==> src/rtl/pba_pkg.sv <==
// ----------------------------------------------------------------------------
// pba_pkg
// Shared types, codes and the control store of the page bitmap allocator.
// ----------------------------------------------------------------------------
package pba_pkg;

  // default sizes of the page store
  localparam int NUM_PAGES_DEF = 65536;
  localparam int WORD_BITS_DEF = 32;

  // field widths of the stream items and the register
  localparam int FUNC_W      = 3;
  localparam int PAGE_W      = 16;
  localparam int END_W       = 17;
  localparam int CFG_W       = 17;
  localparam int IN_DATA_W   = 40;
  localparam int OUT_DATA_W  = 24;
  localparam int INDEX_LIMIT = 65536;

  // request codes
  typedef logic [FUNC_W-1:0] func_t;
  localparam func_t FN_ALLOC      = 3'd0;
  localparam func_t FN_FREE       = 3'd1;
  localparam func_t FN_RANGE_FREE = 3'd2;
  localparam func_t FN_RANGE_USED = 3'd3;
  localparam func_t FN_TEST       = 3'd4;

  // datapath operations selected by the control word
  typedef enum logic [2:0] {
    DP_NOP,
    DP_CLEAR,
    DP_SET_ALLOC,
    DP_SCAN,
    DP_SET_RANGE,
    DP_UPDATE,
    DP_SET_TEST,
    DP_TEST
  } dp_op_t;

  // jump conditions
  typedef enum logic [2:0] {
    C_ALWAYS,
    C_ACCEPT,
    C_EMPTY,
    C_SCAN_DONE,
    C_LAST,
    C_WORD_END,
    C_OUT_FREE
  } cond_t;

  // microprogram step addresses
  typedef logic [3:0] step_t;
  localparam step_t ST_CLEAR   = 4'd0;
  localparam step_t ST_IDLE    = 4'd1;
  localparam step_t ST_AL_SET  = 4'd2;
  localparam step_t ST_AL_SCAN = 4'd3;
  localparam step_t ST_RG_SET  = 4'd4;
  localparam step_t ST_RG_UPD  = 4'd5;
  localparam step_t ST_TS_SET  = 4'd6;
  localparam step_t ST_TS_BIT  = 4'd7;
  localparam step_t ST_EMIT    = 4'd8;

  // one control word
  typedef struct packed {
    dp_op_t op;
    cond_t  cond;
    step_t  t_true;
    step_t  t_false;
    logic   take;
    logic   emit;
  } ctl_t;

  // datapath flags seen by the sequencer
  typedef struct packed {
    logic empty;
    logic last;
    logic hit;
    logic word_end;
  } dp_stat_t;

  // control store
  function automatic ctl_t ucode(input step_t s);
    ctl_t c;
    c = '{op: DP_NOP, cond: C_ALWAYS, t_true: ST_IDLE, t_false: ST_IDLE,
          take: 1'b0, emit: 1'b0};
    case (s)
      ST_CLEAR: begin
        c = '{op: DP_CLEAR, cond: C_WORD_END, t_true: ST_IDLE, t_false: ST_CLEAR,
              take: 1'b0, emit: 1'b0};
      end
      ST_IDLE: begin
        c = '{op: DP_NOP, cond: C_ACCEPT, t_true: ST_IDLE, t_false: ST_IDLE,
              take: 1'b1, emit: 1'b0};
      end
      ST_AL_SET: begin
        c = '{op: DP_SET_ALLOC, cond: C_EMPTY, t_true: ST_EMIT, t_false: ST_AL_SCAN,
              take: 1'b0, emit: 1'b0};
      end
      ST_AL_SCAN: begin
        c = '{op: DP_SCAN, cond: C_SCAN_DONE, t_true: ST_EMIT, t_false: ST_AL_SCAN,
              take: 1'b0, emit: 1'b0};
      end
      ST_RG_SET: begin
        c = '{op: DP_SET_RANGE, cond: C_EMPTY, t_true: ST_EMIT, t_false: ST_RG_UPD,
              take: 1'b0, emit: 1'b0};
      end
      ST_RG_UPD: begin
        c = '{op: DP_UPDATE, cond: C_LAST, t_true: ST_EMIT, t_false: ST_RG_UPD,
              take: 1'b0, emit: 1'b0};
      end
      ST_TS_SET: begin
        c = '{op: DP_SET_TEST, cond: C_EMPTY, t_true: ST_EMIT, t_false: ST_TS_BIT,
              take: 1'b0, emit: 1'b0};
      end
      ST_TS_BIT: begin
        c = '{op: DP_TEST, cond: C_ALWAYS, t_true: ST_EMIT, t_false: ST_EMIT,
              take: 1'b0, emit: 1'b0};
      end
      ST_EMIT: begin
        c = '{op: DP_NOP, cond: C_OUT_FREE, t_true: ST_IDLE, t_false: ST_EMIT,
              take: 1'b0, emit: 1'b1};
      end
      default: begin
        c = '{op: DP_NOP, cond: C_ALWAYS, t_true: ST_IDLE, t_false: ST_IDLE,
              take: 1'b0, emit: 1'b0};
      end
    endcase
    return c;
  endfunction

  // entry step for each request code
  function automatic step_t dispatch(input func_t f);
    step_t s;
    case (f)
      FN_ALLOC:      s = ST_AL_SET;
      FN_FREE:       s = ST_RG_SET;
      FN_RANGE_FREE: s = ST_RG_SET;
      FN_RANGE_USED: s = ST_RG_SET;
      FN_TEST:       s = ST_TS_SET;
      default:       s = ST_EMIT;
    endcase
    return s;
  endfunction

endpackage

==> src/rtl/pba_sequencer.sv <==
// ----------------------------------------------------------------------------
// pba_sequencer
// Step counter and control store lookup with conditional jumps.
// ----------------------------------------------------------------------------
module pba_sequencer import pba_pkg::*; (
  input  logic     clk,
  input  logic     rst_n,
  input  logic     in_valid,
  input  func_t    in_func,
  input  logic     out_free,
  input  dp_stat_t stat,
  output ctl_t     ctl
);

  step_t upc_r;
  step_t upc_nxt;
  logic  cond_ok;

  // current control word
  assign ctl = ucode(upc_r);

  // condition select
  always_comb begin
    case (ctl.cond)
      C_ALWAYS:    cond_ok = 1'b1;
      C_ACCEPT:    cond_ok = in_valid;
      C_EMPTY:     cond_ok = stat.empty;
      C_SCAN_DONE: cond_ok = stat.hit | stat.last;
      C_LAST:      cond_ok = stat.last;
      C_WORD_END:  cond_ok = stat.word_end;
      C_OUT_FREE:  cond_ok = out_free;
      default:     cond_ok = 1'b1;
    endcase
  end

  // next step, the accept jump goes through the dispatch table
  always_comb begin
    if (cond_ok) begin
      upc_nxt = (ctl.cond == C_ACCEPT) ? dispatch(in_func) : ctl.t_true;
    end else begin
      upc_nxt = ctl.t_false;
    end
  end

  // step counter, starts with the clearing pass
  always_ff @(posedge clk) begin
    if (!rst_n) begin
      upc_r <= ST_CLEAR;
    end else begin
      upc_r <= upc_nxt;
    end
  end

endmodule

==> config.mk <==
export PLATFORM = sky130hd
export DESIGN_NAME = pba_sequencer
export DESIGN_NICKNAME = d
export VERILOG_FILES = /design/src/rtl/pba_pkg.sv /design/src/rtl/pba_sequencer.sv
export SDC_FILE = /design/constraint.sdc
export NUM_CORES = 1
export LEC_CHECK = 0
export ABC_AREA = 1
export BUFFER_PORTS_ARGS = -buffer_cell sky130_fd_sc_hd__buf_2
export CORE_AREA = 4 4 48 50
export DETAILED_ROUTE_END_ITERATION = 10
export DIE_AREA = 0 0 52 54
export PLACE_DENSITY_LB_ADDON = 0.2
export SLEW_MARGIN = 20
export SYNTH_ARGS = -nofsm -noshare
export SYNTH_HDL_FRONTEND = slang
export SYNTH_SLANG_ARGS = --single-unit
==> constraint.sdc <==
create_clock -name clk -period 2.1 [get_ports clk]
set_clock_uncertainty 0.15 [all_clocks]
set_input_delay 0.315 -clock clk [delete_from_list [all_inputs] [get_ports clk]]
set_output_delay 0.315 -clock clk [all_outputs]
set_load 0.01 [all_outputs]
Word level (Yosys, flattened, before mapping)
Memories as Yosys holds them, arrays and structs flattened. A register that Yosys moved wholly into a read port is not among the register bits.
Index checks and enable logic that the tools add are counted.
{"block": "word_totals", "ff_bits": 0, "romBits": 224, "in_bits": 11, "output_inout_bits": 16, "word_cells": 19, "memories": 1}
{"block": "classes", "eq_ne": 10, "mux": 5, "n_bitwise": 1, "reduce_logical": 2}
{"name": "(name not given)", "words": 16, "width": 14, "rd": 1, "rd_clocked_by_memory_dff": 1, "wr": 0, "line": "pba_pkg.sv:86", "source": "case (s)"}
{"operator": "$eq 3x2->1 const B", "n": 4}
{"operator": "$eq 3x3->1 const B", "n": 4}
{"operator": "$mux 4", "n": 3}
{"operator": "$pmux 4 s3", "n": 1}
{"operator": "$eq 3x1->1 const B", "n": 2}
{"operator": "$pmux 1 s6", "n": 1}
{"operator": "$logic_not 3->1", "n": 1}
{"operator": "$reduce_or 3->1", "n": 1}
{"operator": "$or 1x1->1", "n": 1}

Logic depth before layout (Yosys ltp)
Gate-level depths: netlist of run 1.
{"block": "logic_depth", "depth_word": 6, "mapped_depth": 14, "mapped_depth_nobuf": 14}

Worst setup path after synthesis of run 1
Ideal clock, no wire load.
{"block": "synth_timing", "path_kind": "reg-to-reg", "from": "reg, netlist name ctl[10]", "to": "reg, netlist name ctl[13]", "setup_ns": 0.066, "arrival_ns": 1.648, "required_time_ns": 1.884, "path_slack_ns": 0.236, "path_stages_with_launch": 13, "path_buffers": 0, "period_less_slack_ns": 1.864, "path_cell_list": "dfxtp_1 -> inv_2 -> nand2_1 -> nand2_1 -> nand2_4 -> nand3_4 -> o21ai_0 -> inv_1 -> nand2_1 -> ha_1 -> inv_1 -> nand2_1 -> a21oi_2"}
{"block": "synth_via", "elab_chain_cells": 4, "word_cells_on_any_way": 10, "classes_between": "eq/ne (6); mux (4)"}
{"element": "$eq 3x3->1, or another cell as far along", "line": "pba_sequencer.sv:24", "source": "case (ctl.cond)"}
{"element": "$pmux 1 s6 / $mux 4 (equally long branches)", "line": "pba_sequencer.sv:24, pba_sequencer.sv:39"}
{"element": "$mux 4 *", "line": "pba_sequencer.sv:38", "source": "if (cond_ok) begin"}
{"element": "$mux 4 (no source line) *"}
Every way passes the cells marked *; elsewhere a longest branch is shown, timed or not.

Worst setup path after layout of run 1
{"block": "layout_timing", "from": "reg, netlist name ctl[11]", "to": "reg, netlist name ctl[13]"}
{"block": "layout_via", "elab_chain_cells": 4, "word_cells_on_any_way": 10, "classes_between": "eq/ne (6); mux (4)"}
{"element": "$eq 3x3->1, or another cell as far along", "line": "pba_sequencer.sv:24"}
{"element": "$pmux 1 s6 / $mux 4 (equally long branches)", "line": "pba_sequencer.sv:24, pba_sequencer.sv:39"}
{"element": "$mux 4 *", "line": "pba_sequencer.sv:38"}
{"element": "$mux 4 (no source line) *"}
Marked as above.

==> impl_metrics.csv, run 1 <==
group,metric,value,unit
routing,drt_iter0_markers,5,
global_route,grt.total_usage,13.3,%
logic_synthesis,yosysSeqAreaShare,31.8,%
floorplan,dieArea,0.00281,mm²
logic_synthesis,synth.distinct_cells,23,
placed_design,dp_worst_setup_slack,0.0937,ns
outcome,status,"completed",
worst_setup_path,cp-start-kind,"register",
timing,tns,0,ns
cts,cts_tree,"done",
cts,cts.sinks,14,
logic_synthesis,syn-cell-area,882,µm²
routing,drt_wl_total,1640,µm
final_layout,final_common_cell,"buf_2",
timing,setup-violations-final,0,
timing,setup_slack,0.226,ns
global_route,grt_max_degree,9,
global_route,grt_pass1_vias,658,
final_layout,area_growth,20.9,%
worst_setup_path,end_kind,"register",
logic_synthesis,yosysWarningCount,0,
pwr,leakage,0.599,nW
final_layout,layout_common_cells,"24 x buf_2, 20 x nand2_1, 16 x inv_1",
floorplan,chipWidth,52,µm
worst_setup_path,crit_arrival,1.95,ns
routing,drc,0,
pwr,p_per_area,1750,mW/mm²
final_layout,drive_above_1_share,46.3,%
logic_synthesis,synth_top_cell_area_share,31.8,%
routing,routedWlPerCell,10.2,µm
cts,clockBufferDepth,2,
floorplan,core,0.00190,mm²
pwr,ir_drop,0.946,mV
timing,finalHoldViolCount,0,
global_route,grt_overflow_total,0,
logic_synthesis,yosys_register_bits,14,
routing,ant_nets,0,
timing,finalCriticalPeriod,1.87,ns
logic_synthesis,yosysTopAreaCell,"dfxtp_1",
timing,rsz0062_at_grt,"false",
logic_synthesis,syn_avg_cell_area,8.24,µm²
global_route,antenna_found_initial,0,
worst_setup_path,rr_worst_depth,13,
cts,htreeDepth,1,
worst_setup_path,path_class,"reg2reg",
logic_synthesis,synth_area_leaders,"dfxtp_1 32%, ha_1 9.9%, nand2_1 8.9%",
placed_design,io_buffer_count,24,
timing,slew_viol_final,0,
floorplan,initial_core_util,46.4,%
floorplan,io_pins,27,
min_path,hp-class,"in2reg",
floorplan,rows,16,
cts,cts_hold_buf,0,
cts,clk_pin_slew,0.09,ns
floorplan,die_y,54,µm
final_layout,diodes,0,
worst_setup_path,worstPathMaxFanout,6,
final_layout,largest_reg_flops,14,
routing,vias,690,
min_path,min_path_cells,3,
timing,fin_crit_sh,89.2,%
job,maxCapViolations,0,
logic_synthesis,synthCells,107,
global_route,grt_pass1_wl,2750,µm
timing,clock.fmax,534,MHz
worst_setup_path,worstPathRequired,2.18,ns
placed_design,place.detailed.hpwl,1360,µm
cts,worstSkewPairLatency,0.29,ns
final_layout,finalNetCount,153,
placed_design,gp_congestion,0.785,
routing,viasPerCell,4.29,
cts,numCtsBuffers,3,
cts,cts_root_buffer,"clkbuf_4",
routing,first_pass_iters,4,
-- cell families after synthesis --
| logic type | Yosys count | share of synthesized area [%] |
|---|---|---|
| buffers and inverters | 23 | 10.9 |
| flip-flops | 14 | 31.8 |
| AO/OA/AOI/OAI | 6 | 3.83 |
| AND/OR/NAND/NOR | 56 | 43.1 |
| other | 1 | 0.425 |
| adder cells (fa/ha/maj) | 7 | 9.93 |
-- final cells by class --
class | instances | area [µm²]
fill | 183 | 836
multi-input combinational | 71 | 512
sequential | 14 | 283
timing repair buffer | 24 | 120
inverter | 21 | 81.3
clock buffer | 4 | 36.3
tap | 27 | 33.8
-- final timing paths --
path	start	end	slack [ns]
hold / removal	rst_n	ctl[1]	0.30
setup / recovery	ctl[11]	ctl[13]	0.23
setup reg to reg	ctl[11]	ctl[13]	0.23
hold reg to reg	ctl[2]	ctl[13]	0.57
-- timing repair --
item                       CTS  global route
setup endpoints to repair    0             8
hold endpoints to repair     0             0
buffers inserted             0             0
gates resized for setup      0             3
-- routing by layer --
| layer | vias to the layer above | GRT usage [%] | share of wire (%) |
|---|---|---|---|
| met5 | - | 0 | 0 |
| met2 | 17 | 22.4 | 46 |
| met1 | 295 | 15.7 | 47 |
| met3 | 5 | 2.49 | 4.8 |
| met4 | 0 | 7.86 | 2.4 |
| li1 | 373 | - | - |
-- cells in the mapped netlist --
master / instances
inv_2: 4
inv_1: 16
nor3_2: 2
nand2_2: 8
buf_4: 2
nand3_4: 3
ha_1: 7
nand2_4: 5
nand4_1: 2
a21oi_2: 1
nand4_2: 1
nand2_1: 21
inv_4: 1
nand3_1: 3
dfxtp_1: 14
nand3_2: 2
a21oi_1: 1
nor2_2: 2
conb_1: 1
nor2_8: 1
nor2_1: 5
o21ai_0: 4
nor2_4: 1
-- through the flow --
| step | total power, W | utilization (%) | hold slack, ns | area, µm² | cells |
|---|---|---|---|---|---|
| 6_report | 0.00187 | 56.1 | 0.296 | 1070 | 161 |
| 4_1_cts | 0.00189 | 55.8 | 0.311 | 1060 | 161 |
| 3_5_place_dp | 0.00169 | 53.9 | 0.558 | 1020 | 157 |
| 3_3_place_gp | 0.00167 | 53.9 | 0.548 | 1020 | 157 |
| 2_1_floorplan | 0.00142 | - | 0.388 | 886 | 108 |
| 5_1_grt | 0.00206 | 56.1 | 0.319 | 1070 | 161 |
-- worst max-delay path, stage by stage, from the launching register on --
cell and delay [ns]:
dfxtp_2 0.36, inv_1 0.07, nand2_1 0.09, nand2_2 0.06, nand2_4 0.08, nand3_4 0.11, nand2_1 0.07, o21ai_0 0.08
inv_1 0.10, nand2_2 0.11, ha_1 0.30, inv_1 0.05, nand2_1 0.06, a21oi_2 0.12
-- power breakdown --
group / total (W) / switching [W] / leakage (nW) / internal [W]
registers: 0.000464 / 0.0000671 / 0.116 / 0.000397
logic: 0.00121 / 0.000775 / 0.462 / 0.000432
clock network: 0.000198 / 0.0000927 / 0.0210 / 0.000106
total: 0.00187 / 0.000935 / 0.599 / 0.000934
Note: power is estimated with default switching activity, not from simulation.
==> run 2, diff against run 1 <==
--- a/config.mk
+++ b/config.mk
@@ -11,6 +11,7 @@
 export DETAILED_ROUTE_END_ITERATION = 10
 export DIE_AREA = 0 0 52 54
 export PLACE_DENSITY_LB_ADDON = 0.2
+export RECOVER_POWER = 25
 export SLEW_MARGIN = 20
 export SYNTH_ARGS = -nofsm -noshare
 export SYNTH_HDL_FRONTEND = slang
==> run 2 against run 1 <==
Global-route usage did not move. Flip-flop and latch count did not move. Setup slack barely moved. Routed wire length barely moved. Combinational power barely moved. Non-clock buffer count did not move. Sequential share of layout area rose by 0.22 points. Die area did not move. Critical path depth did not move. Fmax barely moved. Count of clock-buffer cells in the layout did not move.
==> impl_metrics.csv, run 2 (same netlist as run 1, synthesis figures left out) <==
group,metric,value,unit
outcome,status,"completed",
pwr,p_comb_share,64.2,%
final_layout,fillers,186,
cts,clk_pin_slew,0.09,ns
cts,cts.sinks,14,
routing,routedWlPerCell,10.2,µm
placed_design,place.detailed.hpwl,1360,µm
final_layout,utilization,55.6,%
timing,finalHoldViolCount,0,
floorplan,io_pins,27,
floorplan,core,0.00190,mm²
global_route,grt_overflow_total,0,
routing,vias,690,
cts,cts_hold_buf,0,
timing,clock.fmax,534,MHz
pwr,p_int,0.000919,W
global_route,grt_pass1_wl,2750,µm
global_route,grt_max_degree,9,
cts,post_cts_buffers,0,
cts,worstSkewPairLatency,0.29,ns
cts,numCtsBuffers,3,
pwr,leakage,0.573,nW
final_layout,diodes,0,
final_layout,multi_input_area,512,µm²
routing,ant_nets,0,
timing,rsz0062_at_grt,"false",
floorplan,initial_core_util,46.4,%
pwr,pwr-share-seq,25.1,%
cts,cts_root_buffer,"clkbuf_4",
worst_setup_path,worstPathMaxFanout,6,
floorplan,die_y,54,µm
pwr,p_per_area,1750,mW/mm²
job,maxCapViolations,0,
pwr,share_clk_of_total_power,10.7,%
final_layout,final_common_cell,"nand2_1",
timing,finalCriticalPeriod,1.87,ns
global_route,grt_pass1_vias,658,
final_layout,final_area,0.00106,mm²
final_layout,finalNetCount,153,
worst_setup_path,crit_arrival,1.95,ns
worst_setup_path,end_kind,"register",
final_layout,seqCellArea,283,µm²
min_path,hp-class,"in2reg",
final_layout,layout_common_cells,"20 x nand2_1, 17 x buf_2, 16 x inv_1",
worst_setup_path,r2r_slack,0.23,ns
placed_design,io_buffer_count,24,
cts,clockBufferDepth,2,
cts,post_cts_resized,0,
timing,setup-violations-final,0,
global_route,antenna_found_initial,0,
worst_setup_path,path_class,"reg2reg",
timing,tns,0,ns
routing,drc,0,
routing,drt_iter0_markers,5,
floorplan,rows,16,
floorplan,dieArea,0.00281,mm²
cts,cts_tree,"done",
pwr,switchingPower,0.000936,W
routing,first_pass_iters,4,
cts,htreeDepth,1,
final_layout,drive_above_1_share,41.0,%
placed_design,placed_area,0.00102,mm²
worst_setup_path,worstPathRequired,2.18,ns
final_layout,largest_reg_flops,14,
pwr,ir_drop,0.945,mV
floorplan,chipWidth,52,µm
global_route,grt.total_usage,13.3,%
timing,fin_crit_sh,89.2,%
routing,viasPerCell,4.29,
worst_setup_path,cp-start-kind,"register",
pwr,p_sw_share,50.5,%
placed_design,gp_congestion,0.785,
routing,drt_wl_total,1640,µm
timing,slew_viol_final,0,
final_layout,area_growth,19.9,%
## run 2: changes by cell type in the layout (fill, tap and decap cells not counted), sizes merged
cell	before	now
clkbuf	4	11
buf	24	17
## run 2: critical path, stage by stage, from the launching register on
cell and delay (ns):
dfxtp_2 0.36, inv_1 0.07, nand2_1 0.09, nand2_2 0.06
nand2_4 0.08, nand3_4 0.11, nand2_1 0.07, o21ai_0 0.08
inv_1 0.10, nand2_2 0.11, ha_1 0.30, inv_1 0.05
nand2_1 0.06, a21oi_2 0.12
## run 2: path summary, 6_finish.rpt
kind	to	cells after the start	startpoint
setup reg to reg	ctl[13]	13	ctl[11]
hold / removal	ctl[1]	3	rst_n
hold reg to reg	ctl[13]	4	ctl[2]
setup / recovery	ctl[13]	13	ctl[11]
## run 2: power groups by stage
| stage | Clock, W | Combinational, W | Sequential, W |
|---|---|---|---|
| floorplan | 0 | 0.000904 | 0.000520 |
| global placement | 0 | 0.00121 | 0.000464 |
| detailed placement | 0 | 0.00122 | 0.000468 |
| CTS | 0.000204 | 0.00122 | 0.000463 |
| global route | 0.000216 | 0.00134 | 0.000489 |
| finish | 0.000199 | 0.00119 | 0.000466 |
## run 2: layer usage
| layer | up-vias | GRT usage (%) | part of all wire, % |
|---|---|---|---|
| met4 | 0 | 7.86 | 2.4 |
| li1 | 373 | - | - |
| met5 | - | 0 | 0 |
| met2 | 17 | 22.4 | 46 |
| met1 | 295 | 15.7 | 47 |
| met3 | 5 | 2.49 | 4.5 |
## run 2: cell type report
| cell class | count | share of cell area, % |
|---|---|---|
| Tap cell | 27 | 3.20 |
| Multi-Input combinational cell | 71 | 48.4 |
| Clock buffer | 4 | 3.43 |
| Timing Repair Buffer | 24 | 10.5 |
| Inverter | 21 | 7.69 |
| Sequential cell | 14 | 26.7 |
## run 2: stage by stage
stage	worst slack (ns)	hold slack, ns	total power, W	std cells
after CTS	0.0733	0.311	0.00189	161
after floorplan	0.236	0.388	0.00142	108
after global placement	0.170	0.548	0.00167	157
after detailed placement	0.0937	0.558	0.00169	157
after global routing	0.0150	0.319	0.00204	161
final	0.226	0.296	0.00186	161
